===== src/hw/rtl/ordered_list_with_cursor_core_defines.svh =====
// Assertion macros for the ordered list core
`ifndef ORDERED_LIST_WITH_CURSOR_CORE_DEFINES_SVH
`define ORDERED_LIST_WITH_CURSOR_CORE_DEFINES_SVH
`ifndef SYNTHESIS
`define OLC_ASSERT(label, clk, rst_n, prop) \
  label: assert property (@(posedge clk) disable iff (!rst_n) prop) else $error("olc check failed");
`define OLC_ASSERT_RST(label, clk, prop) \
  label: assert property (@(posedge clk) prop) else $error("olc reset check failed");
`else
`define OLC_ASSERT(label, clk, rst_n, prop)
`define OLC_ASSERT_RST(label, clk, prop)
`endif
`endif


===== src/hw/rtl/olc_pkg.sv =====
// ----------------------------------------------------------------------------
// olc_pkg
// Types and constants for the ordered list with cursor.
// ----------------------------------------------------------------------------
package olc_pkg;
  localparam int CAPACITY = 16;
  localparam int IDX_W = $clog2(CAPACITY);
  localparam int CNT_W = $clog2(CAPACITY + 1);
  localparam int REC_W = 32 + 64 + 64 + 32;

  typedef enum logic [3:0] {
    CMD_INS_FRONT = 4'd0, CMD_INS_REAR = 4'd1, CMD_RM_FRONT = 4'd2,
    CMD_RM_REAR = 4'd3, CMD_RM_CUR = 4'd4, CMD_FIND_NUM = 4'd5,
    CMD_FIND_NAME = 4'd6, CMD_READ_CUR = 4'd7, CMD_READ_ALL = 4'd8,
    CMD_CLEAR = 4'd9
  } cmd_t;

  localparam logic [2:0] ST_DONE = 3'd0;
  localparam logic [2:0] ST_FOUND = 3'd1;
  localparam logic [2:0] ST_NOT_FOUND = 3'd2;
  localparam logic [2:0] ST_EMPTY = 3'd3;
  localparam logic [2:0] ST_FULL = 3'd4;

  typedef enum logic [2:0] {
    S_IDLE, S_SHIFT_RD, S_SHIFT_WR, S_SCAN_RD, S_SCAN_CMP, S_READ_RD, S_OUT
  } state_t;

  typedef struct packed {
    logic [31:0] number;
    logic [63:0] name_low;
    logic [63:0] name_mid;
    logic [31:0] name_high;
  } rec_t;

  typedef struct packed {
    logic        number_hit;
    logic        name_hit;
  } cmp_t;
endpackage


===== src/hw/rtl/olc_if.sv =====
// ----------------------------------------------------------------------------
// olc_in_if / olc_out_if
// Valid/ready channels for commands and results.
// ----------------------------------------------------------------------------
interface olc_in_if;
  logic        valid;
  logic        ready;
  logic [3:0]  command;
  logic signed [31:0] member_number;
  logic [63:0] name_bytes_low;
  logic [63:0] name_bytes_mid;
  logic [31:0] name_bytes_high;
  modport source (output valid, command, member_number, name_bytes_low, name_bytes_mid,
                  name_bytes_high, input ready);
  modport sink (input valid, command, member_number, name_bytes_low, name_bytes_mid,
                name_bytes_high, output ready);
endinterface

interface olc_out_if;
  logic        valid;
  logic        ready;
  logic [2:0]  status;
  logic        entry_valid;
  logic signed [31:0] entry_number;
  logic [63:0] entry_name_low;
  logic [63:0] entry_name_mid;
  logic [31:0] entry_name_high;
  logic [4:0]  list_length;
  logic        last;
  modport source (output valid, status, entry_valid, entry_number, entry_name_low,
                  entry_name_mid, entry_name_high, list_length, last, input ready);
  modport sink (input valid, status, entry_valid, entry_number, entry_name_low,
                entry_name_mid, entry_name_high, list_length, last, output ready);
endinterface


===== src/hw/rtl/olc_ram.sv =====
// ----------------------------------------------------------------------------
// olc_ram
// Generic single-port-write, single-read RAM with registered read.
// ----------------------------------------------------------------------------
module olc_ram #(
  parameter int WIDTH = 8,
  parameter int DEPTH = 16
) (
  input  logic                     clk,
  input  logic                     we,
  input  logic [$clog2(DEPTH)-1:0] waddr,
  input  logic [WIDTH-1:0]         wdata,
  input  logic [$clog2(DEPTH)-1:0] raddr,
  output logic [WIDTH-1:0]         rdata
);
  logic [WIDTH-1:0] mem [DEPTH];

  always_ff @(posedge clk) begin
    if (we) begin
      mem[waddr] <= wdata;
    end
    rdata <= mem[raddr];
  end
endmodule


===== src/hw/rtl/olc_cmp.sv =====
// ----------------------------------------------------------------------------
// olc_cmp
// Shared record compare: number equality and NUL-terminated name match.
// ----------------------------------------------------------------------------
module olc_cmp (
  input  olc_pkg::rec_t stored,
  input  olc_pkg::rec_t key,
  output olc_pkg::cmp_t res
);
  import olc_pkg::*;

  logic [159:0] sn, kn;
  logic [19:0]  eq, nul;
  logic [19:0]  ok;
  logic         term;

  assign sn = {stored.name_high, stored.name_mid, stored.name_low};
  assign kn = {key.name_high, key.name_mid, key.name_low};

  always_comb begin
    for (int i = 0; i < 20; i++) begin
      eq[i]  = sn[i*8 +: 8] == kn[i*8 +: 8];
      nul[i] = sn[i*8 +: 8] == 8'd0;
    end
    // byte i must match unless an earlier stored byte was a matching NUL
    term = 1'b0;
    for (int i = 0; i < 20; i++) begin
      ok[i] = eq[i] | term;
      term  = term | (nul[i] & eq[i]);
    end
    res.name_hit   = &ok;
    res.number_hit = stored.number == key.number;
  end
endmodule


===== src/hw/rtl/ordered_list_with_cursor_core.sv =====
// ----------------------------------------------------------------------------
// ordered_list_with_cursor_core
// Ordered record list with cursor, one RAM, one sequencer, one compare unit.
// ----------------------------------------------------------------------------
// channel | dir | beat
// in_     | in  | command, member_number, name bytes
// out_    | out | status, entry record, list_length, last
// Inserts and removals shift one record at a time, reading in S_SHIFT_RD and
// writing in S_SHIFT_WR. Searches read one record at a time in S_SCAN_RD and
// compare it in S_SCAN_CMP. read_all gives one beat per record, reading each
// record in S_READ_RD before its beat in S_OUT.
// Reset clears count and cursor.
// A stalled result holds; no new command is taken until its last beat.
`include "ordered_list_with_cursor_core_defines.svh"
module ordered_list_with_cursor_core (
  input logic clk,
  input logic rst_n,
  olc_in_if.sink    in_ch,
  olc_out_if.source out_ch
);
  import olc_pkg::*;

  state_t state_r, state_nxt;
  logic [3:0]       cmd_r, cmd_nxt;
  rec_t             key_r, key_nxt;
  logic [CNT_W-1:0] cnt_r, cnt_nxt;
  logic [IDX_W-1:0] cur_r, cur_nxt;
  logic             curv_r, curv_nxt;
  logic [CNT_W-1:0] ptr_r, ptr_nxt;   // walk position
  logic [CNT_W-1:0] end_r, end_nxt;   // walk limit
  logic             up_r, up_nxt;     // shift direction: 1 = insert
  rec_t             hold_r, hold_nxt;
  logic [2:0]       st_r, st_nxt;
  logic             show_r, show_nxt;
  logic             last_r, last_nxt;

  logic             we;
  logic [IDX_W-1:0] waddr, raddr;
  rec_t             wdata, rdata;
  cmp_t             cres;
  logic             hit;
  logic             cur_ok;

  olc_ram #(.WIDTH(REC_W), .DEPTH(CAPACITY)) u_ram (
    .clk(clk), .we(we), .waddr(waddr), .wdata(wdata), .raddr(raddr), .rdata(rdata)
  );

  olc_cmp u_cmp (.stored(rdata), .key(key_r), .res(cres));

  assign cur_ok = curv_r && ({1'b0, cur_r} < cnt_r);
  assign hit = (cmd_r == CMD_FIND_NUM) ? cres.number_hit : cres.name_hit;

  always_ff @(posedge clk) begin
    if (!rst_n) begin
      state_r <= S_IDLE;
      cnt_r   <= '0;
      cur_r   <= '0;
      curv_r  <= 1'b0;
    end else begin
      state_r <= state_nxt;
      cnt_r   <= cnt_nxt;
      cur_r   <= cur_nxt;
      curv_r  <= curv_nxt;
    end
    cmd_r  <= cmd_nxt;
    key_r  <= key_nxt;
    ptr_r  <= ptr_nxt;
    end_r  <= end_nxt;
    up_r   <= up_nxt;
    hold_r <= hold_nxt;
    st_r   <= st_nxt;
    show_r <= show_nxt;
    last_r <= last_nxt;
  end

  // next state and datapath
  always_comb begin
    state_nxt = state_r;
    cmd_nxt = cmd_r; key_nxt = key_r; cnt_nxt = cnt_r; cur_nxt = cur_r;
    curv_nxt = curv_r; ptr_nxt = ptr_r; end_nxt = end_r; up_nxt = up_r;
    hold_nxt = hold_r; st_nxt = st_r; show_nxt = show_r; last_nxt = last_r;
    case (state_r)
      S_IDLE: begin
        if (in_ch.valid) begin
          cmd_nxt = in_ch.command;
          key_nxt = '{in_ch.member_number, in_ch.name_bytes_low, in_ch.name_bytes_mid,
                      in_ch.name_bytes_high};
          st_nxt = ST_DONE; show_nxt = 1'b0; last_nxt = 1'b1;
          state_nxt = S_OUT;
          case (in_ch.command)
            CMD_INS_FRONT, CMD_INS_REAR: begin
              if (cnt_r == CNT_W'(CAPACITY)) begin
                st_nxt = ST_FULL;
              end else begin
                up_nxt = 1'b1;
                ptr_nxt = cnt_r;
                end_nxt = (in_ch.command == CMD_INS_FRONT) ? '0 : cnt_r;
                cur_nxt = (in_ch.command == CMD_INS_FRONT) ? '0 : cnt_r[IDX_W-1:0];
                curv_nxt = 1'b1;
                state_nxt = S_SHIFT_RD;
              end
            end
            CMD_RM_FRONT, CMD_RM_REAR, CMD_RM_CUR: begin
              if (cnt_r == '0 || (in_ch.command == CMD_RM_CUR && !cur_ok)) begin
                st_nxt = ST_EMPTY;
              end else begin
                up_nxt = 1'b0;
                end_nxt = cnt_r - 1'b1;
                if (in_ch.command == CMD_RM_FRONT) begin
                  ptr_nxt = '0;
                end else if (in_ch.command == CMD_RM_REAR) begin
                  ptr_nxt = cnt_r - 1'b1;
                end else begin
                  ptr_nxt = {1'b0, cur_r};
                end
                if (in_ch.command == CMD_RM_REAR && cnt_r != CNT_W'(1)) begin
                  cur_nxt = IDX_W'(cnt_r - CNT_W'(2));
                  curv_nxt = 1'b1;
                end else if (in_ch.command == CMD_RM_CUR && cur_r != '0) begin
                  cur_nxt = cur_r - 1'b1;
                  curv_nxt = 1'b1;
                end else begin
                  cur_nxt = '0;
                  curv_nxt = cnt_r > CNT_W'(1);
                end
                cnt_nxt = cnt_r - 1'b1;
                state_nxt = S_SHIFT_RD;
              end
            end
            CMD_FIND_NUM, CMD_FIND_NAME: begin
              ptr_nxt = '0;
              st_nxt = ST_NOT_FOUND;
              state_nxt = (cnt_r == '0) ? S_OUT : S_SCAN_RD;
            end
            CMD_READ_CUR: begin
              if (cur_ok) begin
                ptr_nxt = {1'b0, cur_r};
                show_nxt = 1'b1;
                state_nxt = S_READ_RD;
              end else begin
                st_nxt = ST_EMPTY;
              end
            end
            CMD_READ_ALL: begin
              if (cnt_r == '0) begin
                st_nxt = ST_EMPTY;
              end else begin
                ptr_nxt = '0;
                show_nxt = 1'b1;
                last_nxt = cnt_r == CNT_W'(1);
                state_nxt = S_READ_RD;
              end
            end
            CMD_CLEAR: begin
              cnt_nxt = '0; cur_nxt = '0; curv_nxt = 1'b0;
            end
            default: ;
          endcase
        end
      end
      S_SHIFT_RD: begin
        if (ptr_r == end_r) begin
          if (up_r) begin
            cnt_nxt = cnt_r + 1'b1;
          end
          state_nxt = S_OUT;
        end else begin
          state_nxt = S_SHIFT_WR;
        end
      end
      S_SHIFT_WR: begin
        ptr_nxt = up_r ? ptr_r - 1'b1 : ptr_r + 1'b1;
        state_nxt = S_SHIFT_RD;
      end
      S_SCAN_RD: state_nxt = S_SCAN_CMP;
      S_SCAN_CMP: begin
        if (hit) begin
          st_nxt = ST_FOUND; show_nxt = 1'b1;
          cur_nxt = ptr_r[IDX_W-1:0]; curv_nxt = 1'b1;
          hold_nxt = rdata;
          state_nxt = S_OUT;
        end else if (ptr_r + 1'b1 == cnt_r) begin
          state_nxt = S_OUT;
        end else begin
          ptr_nxt = ptr_r + 1'b1;
          state_nxt = S_SCAN_RD;
        end
      end
      S_READ_RD: state_nxt = S_OUT;
      S_OUT: begin
        if (out_ch.ready) begin
          if (cmd_r == CMD_READ_ALL && !last_r) begin
            ptr_nxt = ptr_r + 1'b1;
            last_nxt = ptr_r + CNT_W'(2) == cnt_r;
            state_nxt = S_READ_RD;
          end else begin
            state_nxt = S_IDLE;
          end
        end
      end
      default: state_nxt = S_IDLE;
    endcase
  end

  // outputs and RAM control
  always_comb begin
    we = 1'b0;
    waddr = ptr_r[IDX_W-1:0];
    wdata = rdata;
    raddr = ptr_r[IDX_W-1:0];
    case (state_r)
      S_SHIFT_RD: begin
        if (up_r) begin
          raddr = IDX_W'(ptr_r - 1'b1);
          if (ptr_r == end_r) begin
            we = 1'b1;
            wdata = key_r;
          end
        end else begin
          raddr = IDX_W'(ptr_r + 1'b1);
        end
      end
      S_SHIFT_WR: we = 1'b1;
      default: ;
    endcase
  end

  assign in_ch.ready = state_r == S_IDLE;
  assign out_ch.valid = state_r == S_OUT;
  assign out_ch.status = st_r;
  assign out_ch.entry_valid = show_r;
  assign out_ch.entry_number = show_r ? (cmd_r == CMD_FIND_NUM || cmd_r == CMD_FIND_NAME ?
                                         hold_r.number : rdata.number) : '0;
  assign out_ch.entry_name_low = show_r ? (cmd_r == CMD_FIND_NUM || cmd_r == CMD_FIND_NAME ?
                                           hold_r.name_low : rdata.name_low) : '0;
  assign out_ch.entry_name_mid = show_r ? (cmd_r == CMD_FIND_NUM || cmd_r == CMD_FIND_NAME ?
                                           hold_r.name_mid : rdata.name_mid) : '0;
  assign out_ch.entry_name_high = show_r ? (cmd_r == CMD_FIND_NUM || cmd_r == CMD_FIND_NAME ?
                                            hold_r.name_high : rdata.name_high) : '0;
  assign out_ch.list_length = 5'(cnt_r);
  assign out_ch.last = last_r;

  `OLC_ASSERT(a_count_max, clk, rst_n, cnt_r <= CNT_W'(CAPACITY))
  `OLC_ASSERT(a_no_overlap, clk, rst_n, !(in_ch.ready && out_ch.valid))
  `OLC_ASSERT(a_cursor_in_range, clk, rst_n,
              (state_r == S_IDLE && curv_r) |-> ({1'b0, cur_r} < cnt_r))
  `OLC_ASSERT_RST(a_reset_empty, clk, (rst_n && !$past(rst_n)) |-> (cnt_r == '0 && !curv_r))
endmodule

===== src/flat_wrapper.sv =====
// flat-port wrapper written by rule: the top's interface ports become plain ports
module ordered_list_with_cursor_core_flat import olc_pkg::*;
  (clk, rst_n, in_ch_valid, in_ch_command, in_ch_member_number, in_ch_name_bytes_low, in_ch_name_bytes_mid, in_ch_name_bytes_high, in_ch_ready, out_ch_valid, out_ch_status, out_ch_entry_valid, out_ch_entry_number, out_ch_entry_name_low, out_ch_entry_name_mid, out_ch_entry_name_high, out_ch_list_length, out_ch_last, out_ch_ready);
  olc_in_if in_ch_i ();
  olc_out_if out_ch_i ();
  input logic clk;
  input logic rst_n;
  input wire logic [$bits(in_ch_i.valid)-1:0] in_ch_valid;
  input wire logic [$bits(in_ch_i.command)-1:0] in_ch_command;
  input wire logic [$bits(in_ch_i.member_number)-1:0] in_ch_member_number;
  input wire logic [$bits(in_ch_i.name_bytes_low)-1:0] in_ch_name_bytes_low;
  input wire logic [$bits(in_ch_i.name_bytes_mid)-1:0] in_ch_name_bytes_mid;
  input wire logic [$bits(in_ch_i.name_bytes_high)-1:0] in_ch_name_bytes_high;
  output wire logic [$bits(in_ch_i.ready)-1:0] in_ch_ready;
  output wire logic [$bits(out_ch_i.valid)-1:0] out_ch_valid;
  output wire logic [$bits(out_ch_i.status)-1:0] out_ch_status;
  output wire logic [$bits(out_ch_i.entry_valid)-1:0] out_ch_entry_valid;
  output wire logic [$bits(out_ch_i.entry_number)-1:0] out_ch_entry_number;
  output wire logic [$bits(out_ch_i.entry_name_low)-1:0] out_ch_entry_name_low;
  output wire logic [$bits(out_ch_i.entry_name_mid)-1:0] out_ch_entry_name_mid;
  output wire logic [$bits(out_ch_i.entry_name_high)-1:0] out_ch_entry_name_high;
  output wire logic [$bits(out_ch_i.list_length)-1:0] out_ch_list_length;
  output wire logic [$bits(out_ch_i.last)-1:0] out_ch_last;
  input wire logic [$bits(out_ch_i.ready)-1:0] out_ch_ready;
  assign in_ch_i.valid = in_ch_valid;
  assign in_ch_i.command = in_ch_command;
  assign in_ch_i.member_number = in_ch_member_number;
  assign in_ch_i.name_bytes_low = in_ch_name_bytes_low;
  assign in_ch_i.name_bytes_mid = in_ch_name_bytes_mid;
  assign in_ch_i.name_bytes_high = in_ch_name_bytes_high;
  assign in_ch_ready = in_ch_i.ready;
  assign out_ch_valid = out_ch_i.valid;
  assign out_ch_status = out_ch_i.status;
  assign out_ch_entry_valid = out_ch_i.entry_valid;
  assign out_ch_entry_number = out_ch_i.entry_number;
  assign out_ch_entry_name_low = out_ch_i.entry_name_low;
  assign out_ch_entry_name_mid = out_ch_i.entry_name_mid;
  assign out_ch_entry_name_high = out_ch_i.entry_name_high;
  assign out_ch_list_length = out_ch_i.list_length;
  assign out_ch_last = out_ch_i.last;
  assign out_ch_i.ready = out_ch_ready;
  ordered_list_with_cursor_core u_core (.clk(clk), .rst_n(rst_n), .in_ch(in_ch_i), .out_ch(out_ch_i));
endmodule

===== config.mk =====
export PLATFORM = sky130hd
export DESIGN_NAME = ordered_list_with_cursor_core_flat
export DESIGN_NICKNAME = d
export VERILOG_FILES = /design/src/hw/rtl/olc_pkg.sv /design/src/hw/rtl/olc_if.sv /design/src/hw/rtl/olc_ram.sv /design/src/hw/rtl/olc_cmp.sv /design/src/hw/rtl/ordered_list_with_cursor_core.sv /design/src/flat_wrapper.sv
export VERILOG_INCLUDE_DIRS = /design/src /design/src/hw/rtl
export SDC_FILE = /design/constraint.sdc
export NUM_CORES = 2
export LEC_CHECK = 0
export BUFFER_PORTS_ARGS = -buffer_cell sky130_fd_sc_hd__clkbuf_2
export CORE_UTILIZATION = 60
export CTS_CLUSTER_DIAMETER = 40
export DETAILED_ROUTE_END_ITERATION = 6
export PLACE_DENSITY_LB_ADDON = 0.08
export SETUP_SLACK_MARGIN = 0.05
export SLEW_MARGIN = 25
export SYNTH_ARGS = -nofsm -noshare
export SYNTH_HDL_FRONTEND = slang
export SYNTH_SLANG_ARGS = --single-unit

===== constraint.sdc =====
create_clock -name clk -period 45.9 [get_ports clk]
set_input_delay 6.885 -clock clk [delete_from_list [all_inputs] [get_ports clk]]
set_output_delay 6.885 -clock clk [all_outputs]
set_load 0.02 [all_outputs]

[Word level (Yosys, flattened, before mapping)]
Memory sizes are Yosys's and may differ from the RTL's. A register that Yosys moved wholly into a read port is not among the register bits.
Cells that the tools add are included.
Operators by class
  bitwise operators: 56
  add/subtract/negate cells: 7
  magnitude comparators: 2
  reductions and logical operators: 50
  mux-type cells: 93
  equal/unequal tests: 62
Operators with widths (count)
  192-bit 2-to-1 mux: 3
  64-bit 2-to-1 mux: 4
  8-bit == test: 20
  8-bit logical NOT: 19
  32-bit 2-to-1 mux: 4
  5-bit 2-to-1 mux: 18
  1-bit bitwise OR: 37
  3-bit 2-to-1 mux: 12
  4-bit 2-to-1 mux: 9
  32-bit == test: 1
  3-bit case mux with 5 select lines: 2
  5-bit case mux with 2 select lines: 3
  5-bit case mux with 5 select lines: 1
  4-bit by 3-bit == test with 1-bit output (second input constant): 6
  3-bit case mux with 7 select lines: 1
  1-bit 2-to-1 mux: 20
  5-bit case mux with 4 select lines: 1
  20-bit AND reduction: 1
  1-bit AND: 19
  5-bit == test: 3
  4-bit == test (second input constant): 3
  1-bit case mux with 2 select lines: 6
  4-bit case mux with 3 select lines: 1
  6-bit AND reduction: 2
  other kinds (41): 74
Word-level totals
  RAM bits: 3072
  logic and storage cells: 290
  input port bits: 200
  bits in registers: 417
  output and inout port bits: 204
  memories kept: 1
Memory list
  u_core.u_ram.mem: words 16, width 192, read ports 1, clocked after memory_dff 1, wr ports 1, line olc_ram.sv:16  | logic [WIDTH-1:0] mem [DEPTH];

[Logic depth before layout (Yosys ltp)]
  depth after elaboration: 25
  mapped depth: 13
  gate-level depth less buffers: 11

[By module]
A second synthesis with hierarchy kept.
Unflattened totals
  cells, all modules: 6997
  area, all modules: 141543.3 µm²
Modules (own cells, without submodules)
  olc_ram: sequential area each 96092.2 µm², area an instance 118802.7 µm², instances 1, cells each 5024
  ordered_list_with_cursor_core: sequential area each 12391.9 µm², area an instance 20098.0 µm², instances 1, cells each 1628
  olc_cmp: sequential area each 0.0 µm², area an instance 2642.5 µm², instances 1, cells each 345

[Least setup slack after synthesis]
OpenSTA, ideal clock, no wires.
  kind: register to register
  from: reg u_core.ptr_r[0]
  to: mem u_core.u_ram.mem[2][0] in the netlist's numbering (enable)
  slack: 30.305 ns
  period minus slack after synthesis: 15.595 ns
  cell stages (with the launch flop): 10
  required time: 44.921 ns
  setup time: 0.979 ns
  path buffers: 2
  arrival time: 14.616 ns
  path through: edfxtp_1 -> clkbuf_1 -> xnor2_1 -> nand4_1 -> nor3_1 -> nand2_1 -> clkbuf_1 -> nand2_1 -> nand2_1 -> nor3_1
Between the ends
  word-level cells in the longest chain between the ends: 6
RTL lines
  from (decl): line ordered_list_with_cursor_core.sv:29  | logic [CNT_W-1:0] ptr_r, ptr_nxt;
  from (signal assigned): line ordered_list_with_cursor_core.sv:67  | ptr_r <= ptr_nxt;
  5-bit == test: line ordered_list_with_cursor_core.sv:215  | if (ptr_r == end_r) begin
  1-bit 2-to-1 mux: line ordered_list_with_cursor_core.sv:215
  1-bit 2-to-1 mux: line ordered_list_with_cursor_core.sv:213  | if (up_r) begin
  1-bit case mux with 2 select lines: line ordered_list_with_cursor_core.sv:211  | case (state_r)
  1-bit 2-to-1 mux: line olc_ram.sv:19  | if (we) begin
  1-bit 2-to-1 mux (not written as such): line olc_ram.sv:20  | mem[waddr] <= wdata;
  to (decl): line olc_ram.sv:16
Parallel ways exist; a longest one is shown, timed or not.

[Worst setup path in the final report]
  from: reg u_core.cmd_r[1]
  to: out out_ch_entry_name_mid[9]
Between the ends
  word-level cells in the longest chain between the ends: 4
  elaborated cells between the ends (all ways): 5
  classes of those cells: eq/ne (2); mux (2); reduce/logical (1)
RTL lines
  from (decl): line ordered_list_with_cursor_core.sv:24  | logic [3:0] cmd_r, cmd_nxt;
  from (signal assigned): line ordered_list_with_cursor_core.sv:65  | cmd_r <= cmd_nxt;
  4-bit by 3-bit == test with 1-bit output: line ordered_list_with_cursor_core.sv:236  | assign out_ch.entry_name_mid = show_r ? (cmd_r == CMD_FIND_NUM || cmd_r == CMD_FIND_NAME ?
  1-bit logical OR *: line ordered_list_with_cursor_core.sv:236
  64-bit 2-to-1 mux * (2 in a row): line ordered_list_with_cursor_core.sv:236
  to (decl): line flat_wrapper.sv:20  | output wire logic [$bits(out_ch_i.entry_name_mid)-1:0] out_ch_entry_name_mid;
Every way passes the cells marked *; elsewhere a longest branch is shown, timed or not.

==> results.sh <==
export IMPL_r2r_end="u_core.u_ram.rdata[156]"
export IMPL_clockBufferDepth=4
export IMPL_dp_hpwl_um=181000
export IMPL_gp_congestion=0.825
export IMPL_cp_end_kind="primary output"
export IMPL_wl_per_cell_um=31.5
export IMPL_yosys_most_used_dff="edfxtp_1"
export IMPL_cts_root_buf="clkbuf_16"
export IMPL_cellLeakagePower_uw=0.0531
export IMPL_swShare_pct=30.1
export IMPL_clk_pin_slew_ns=0.05
export IMPL_fmax_mhz=91.4
export IMPL_cts_tree="built"
export IMPL_area_growth_pct=15.6
export IMPL_nNetsFinal=7366
export IMPL_coreArea_um2=233000
export IMPL_worstSetupStartpoint="u_core.cmd_r[1]"
export IMPL_fin_ws_ns=34.95
export IMPL_synth_edf_count=3476
export IMPL_fillers=14000
export IMPL_crit_path_end="out_ch_entry_name_mid[9]"
export IMPL_drv_cap=0
export IMPL_final_hold_viol_count=0
export IMPL_tightest_slew_ns=1.14
export IMPL_cts_max_level=5
export IMPL_cp_slowest_cell="buf_4"
export IMPL_ys_ff_latch=3681
export IMPL_cts_resized=0
export IMPL_rsz0062_at_grt="no"
export IMPL_drv_slew=0
export IMPL_start_util_pct=60.6
export IMPL_dieWidth_um=487
export IMPL_syn_nets=6656
export IMPL_setup_worst_path_class="reg2out"
export IMPL_antenna_left=0
export IMPL_cp_max_fo=68
export IMPL_via_per_inst=6.43
export IMPL_clkSinkCount=3681
export IMPL_synthesis_area_um2=141000
export IMPL_p_clk_share_pct=30.8
export IMPL_regArea_um2=108000
export IMPL_async_flop_share_pct=0
export IMPL_die_area_um2=237000
export IMPL_first_iter_violations=7956
export IMPL_r2r_start="u_core.ptr_r[0]"
export IMPL_critical_path_max_stage_delay_ns=0.64
export IMPL_finalSetupViolCount=0
export IMPL_pwr_share_seq_pct=40.1
export IMPL_comb_power_share_pct=29.1
export IMPL_grt_overflow=0
export IMPL_syn_inst=6438
export IMPL_peakVddDrop_mv=0.0788
export IMPL_fin_cells=10700
export IMPL_rr_worst_depth=12
export IMPL_vias=68600
export IMPL_postLayoutCoreUtil_pct=70.0
export IMPL_fin_crit_ns=10.95
export IMPL_portBuffers=403
export IMPL_wl_um=336000
export IMPL_tns_ns=0
export IMPL_p_sw_uw=3570
export IMPL_clk_latency_ns=1.00
export IMPL_drt_first_pass_iters=5
export IMPL_slew_headroom_pct=23.7
export IMPL_grt_max_degree=154
export IMPL_worstPathCellList="xor2_1, nand3b_1, buf_4, buf_4, nand2_1, a21boi_0, clkbuf_2"
export IMPL_cts_hold_buffers_added=0
export IMPL_crit_path_frequent_cell="buf_4"
export IMPL_status="finished clean"
export IMPL_drive_gt1_share_pct=33.4
export IMPL_std_cell_rows=177
export IMPL_power_density_nw_per_um2=72.6
export IMPL_syn_avg_cell_area_um2=21.9
export IMPL_multiInputGateArea_um2=31600
export IMPL_worstSetupStartpointType="register"
export IMPL_grt_pass1_wl_um=488000
export IMPL_hold_path_class="reg2reg"
export IMPL_yosysSeqAreaShare_pct=76.8
export IMPL_post_cts_buffers=0
export IMPL_fp_dieH_um=487
export IMPL_antenna_found_initial=11
export IMPL_dp_worst_setup_slack_ns=35.91
export IMPL_synthDistinctLibCells=58
export IMPL_fin_skew_ns=0.0679
export IMPL_cp_arrival_ns=4.06
export IMPL_drc=0
export IMPL_yosys_warnings=0
export IMPL_fin_crit_sh_pct=23.8
export IMPL_grt_pass1_vias=69500
export IMPL_grt_usage_pct=28.7
export IMPL_pin_count=404
export IMPL_regToRegSetupSlack_ns=38.90
export IMPL_cts_buffers=466
export IMPL_cp_required_ns=39.01
export IMPL_intPower_uw=8280
export IMPL_dp_cells=9810
-- routing by layer --
metal  wire length, um  part of all wire [%]  global-route usage (%)  up-vias
met5                36                 0.011                       0        -
met4              8140                   2.4                    7.65        6
met3             23400                   7.0                    4.02      518
met2            168000                    50                    46.6     3001
met1            137000                    41                    41.7    36800
li1                  -                     -                       -    28300
-- worst max-delay path, delay by kind of cell (launching register included) --
family | cells | cell delay, ns
XOR/XNOR | 1 | 0.20
flip-flops | 1 | 0.46
AO/OA/AOI/OAI | 1 | 0.25
buffers and inverters | 3 | 1.40
AND/OR/NAND/NOR | 2 | 0.64
-- area by class of cell --
cell class | instances | area share, %
Antenna cell | 5 | 0.00767
Clock buffer | 550 | 7.51
Clock inverter | 303 | 2.15
Inverter | 19 | 0.0437
Multi-Input combinational cell | 2415 | 19.3
Sequential cell | 3681 | 66.5
Tap cell | 3132 | 2.40
Timing Repair Buffer | 565 | 2.08
-- registers in the layout (all words and copies together), names as in the netlist, 3 cells and up --
| signal | flops |
|---|---|
| u_core.u_ram.mem | 3072 |
| u_core.hold_r | 192 |
| u_core.key_r | 192 |
| u_core.u_ram.rdata | 192 |
| u_core.end_r | 5 |
| u_core.out_ch.list_length | 5 |
| u_core.ptr_r | 5 |
| u_core.cmd_r | 4 |
| u_core.cur_r | 4 |
| u_core.out_ch.status | 3 |
| u_core.state_r | 3 |
-- how the worst min path moves through the flow --
stage                                 start            endpoint  slack [ns]  cells after the start
floorplan                     u_core.curv_r       u_core.curv_r        0.46                      2
global placement              u_core.curv_r       u_core.curv_r        0.49                      2
detailed placement  u_core.u_ram.rdata[190]  u_core.hold_r[190]        0.48                      0
CTS                 u_core.u_ram.rdata[190]  u_core.hold_r[190]        0.50                      0
global route        u_core.u_ram.rdata[142]  u_core.hold_r[142]        0.51                      0
finish              u_core.u_ram.rdata[190]  u_core.hold_r[190]        0.50                      0
-- kinds of logic (layout without fill, tap and decap cells) --
| family | after synthesis | count (layout) | synth area share (%) |
|---|---|---|---|
| multiplexers | 1161 | 1161 | 16.9 |
| buffers and inverters | 342 | 1437 | 0.980 |
| adder cells (fa/ha/maj) | 18 | 18 | 0.159 |
| XOR/XNOR | 215 | 215 | 1.33 |
| AO/OA/AOI/OAI | 341 | 341 | 1.70 |
| AND/OR/NAND/NOR | 680 | 680 | 2.09 |
| other | 0 | 5 | 0 |
| flip-flops | 3681 | 3681 | 76.8 |
-- synth_stat cells (7+ instances only) --
cell	count	area share (%)
a211oi_1	9	0.048
buf_2	80	0.28
or4_1	7	0.037
inv_1	18	0.048
nor2_1	65	0.17
o211ai_1	8	0.043
a21boi_0	193	1.0
nor4_1	52	0.23
nand3_1	7	0.025
xor2_1	68	0.42
xnor2_1	147	0.91
nand2b_1	12	0.053
buf_1	76	0.20
mux2i_1	9	0.064
nand4_1	38	0.17
o21ai_0	34	0.12
dfxtp_1	205	2.9
o22ai_1	7	0.031
edfxtp_1	3476	74
ha_1	18	0.16
nand2_1	449	1.2
mux2_2	192	1.5
mux4_2	960	15
clkbuf_1	167	0.44
a21oi_1	39	0.14
nor3_1	30	0.11
-- power by group through the flow --
stage                     Combinational (uW)  Clock (uW)  Sequential [uW]
after floorplan                         2560           0             4710
after global placement                  3410           0             4800
after detailed placement                3470           0             4810
after CTS                               3490        3690             4740
after global routing                    3690        3830             4770
final                                   3450        3650             4750
-- per-stage QoR --
stage | hold WS [ns] | power, uW | area [um2]
4_1_cts | 0.498 | 11900 | 163000
5_1_grt | 0.509 | 12300 | 163000
3_5_place_dp | 0.482 | 8270 | 147000
3_3_place_gp | 0.493 | 8210 | 147000
6_report | 0.497 | 11800 | 163000
2_1_floorplan | 0.457 | 7280 | 141000
-- layout by cell type, fill, tap and decap left out, types with 21 or more instances in the layout --
cell type,count
edfxtp_1,3476
clkbuf_16,470
a21oi_1,37
clkinv_2,58
a21boi_0,192
nand4_1,38
xnor2_1,144
clkinv_1,32
buf_4,146
nor2_1,54
mux4_2,960
xor2_1,68
bufinv_16,58
clkbuf_1,60
clkbuf_2,403
inv_6,46
o21ai_0,34
clkbuf_8,21
dfxtp_1,205
clkinvlp_4,56
nand2_1,448
nor4_1,50
nor3_1,26
clkinv_4,43
mux2_2,192
No activity file was read; power rests on OpenSTA's default activity.
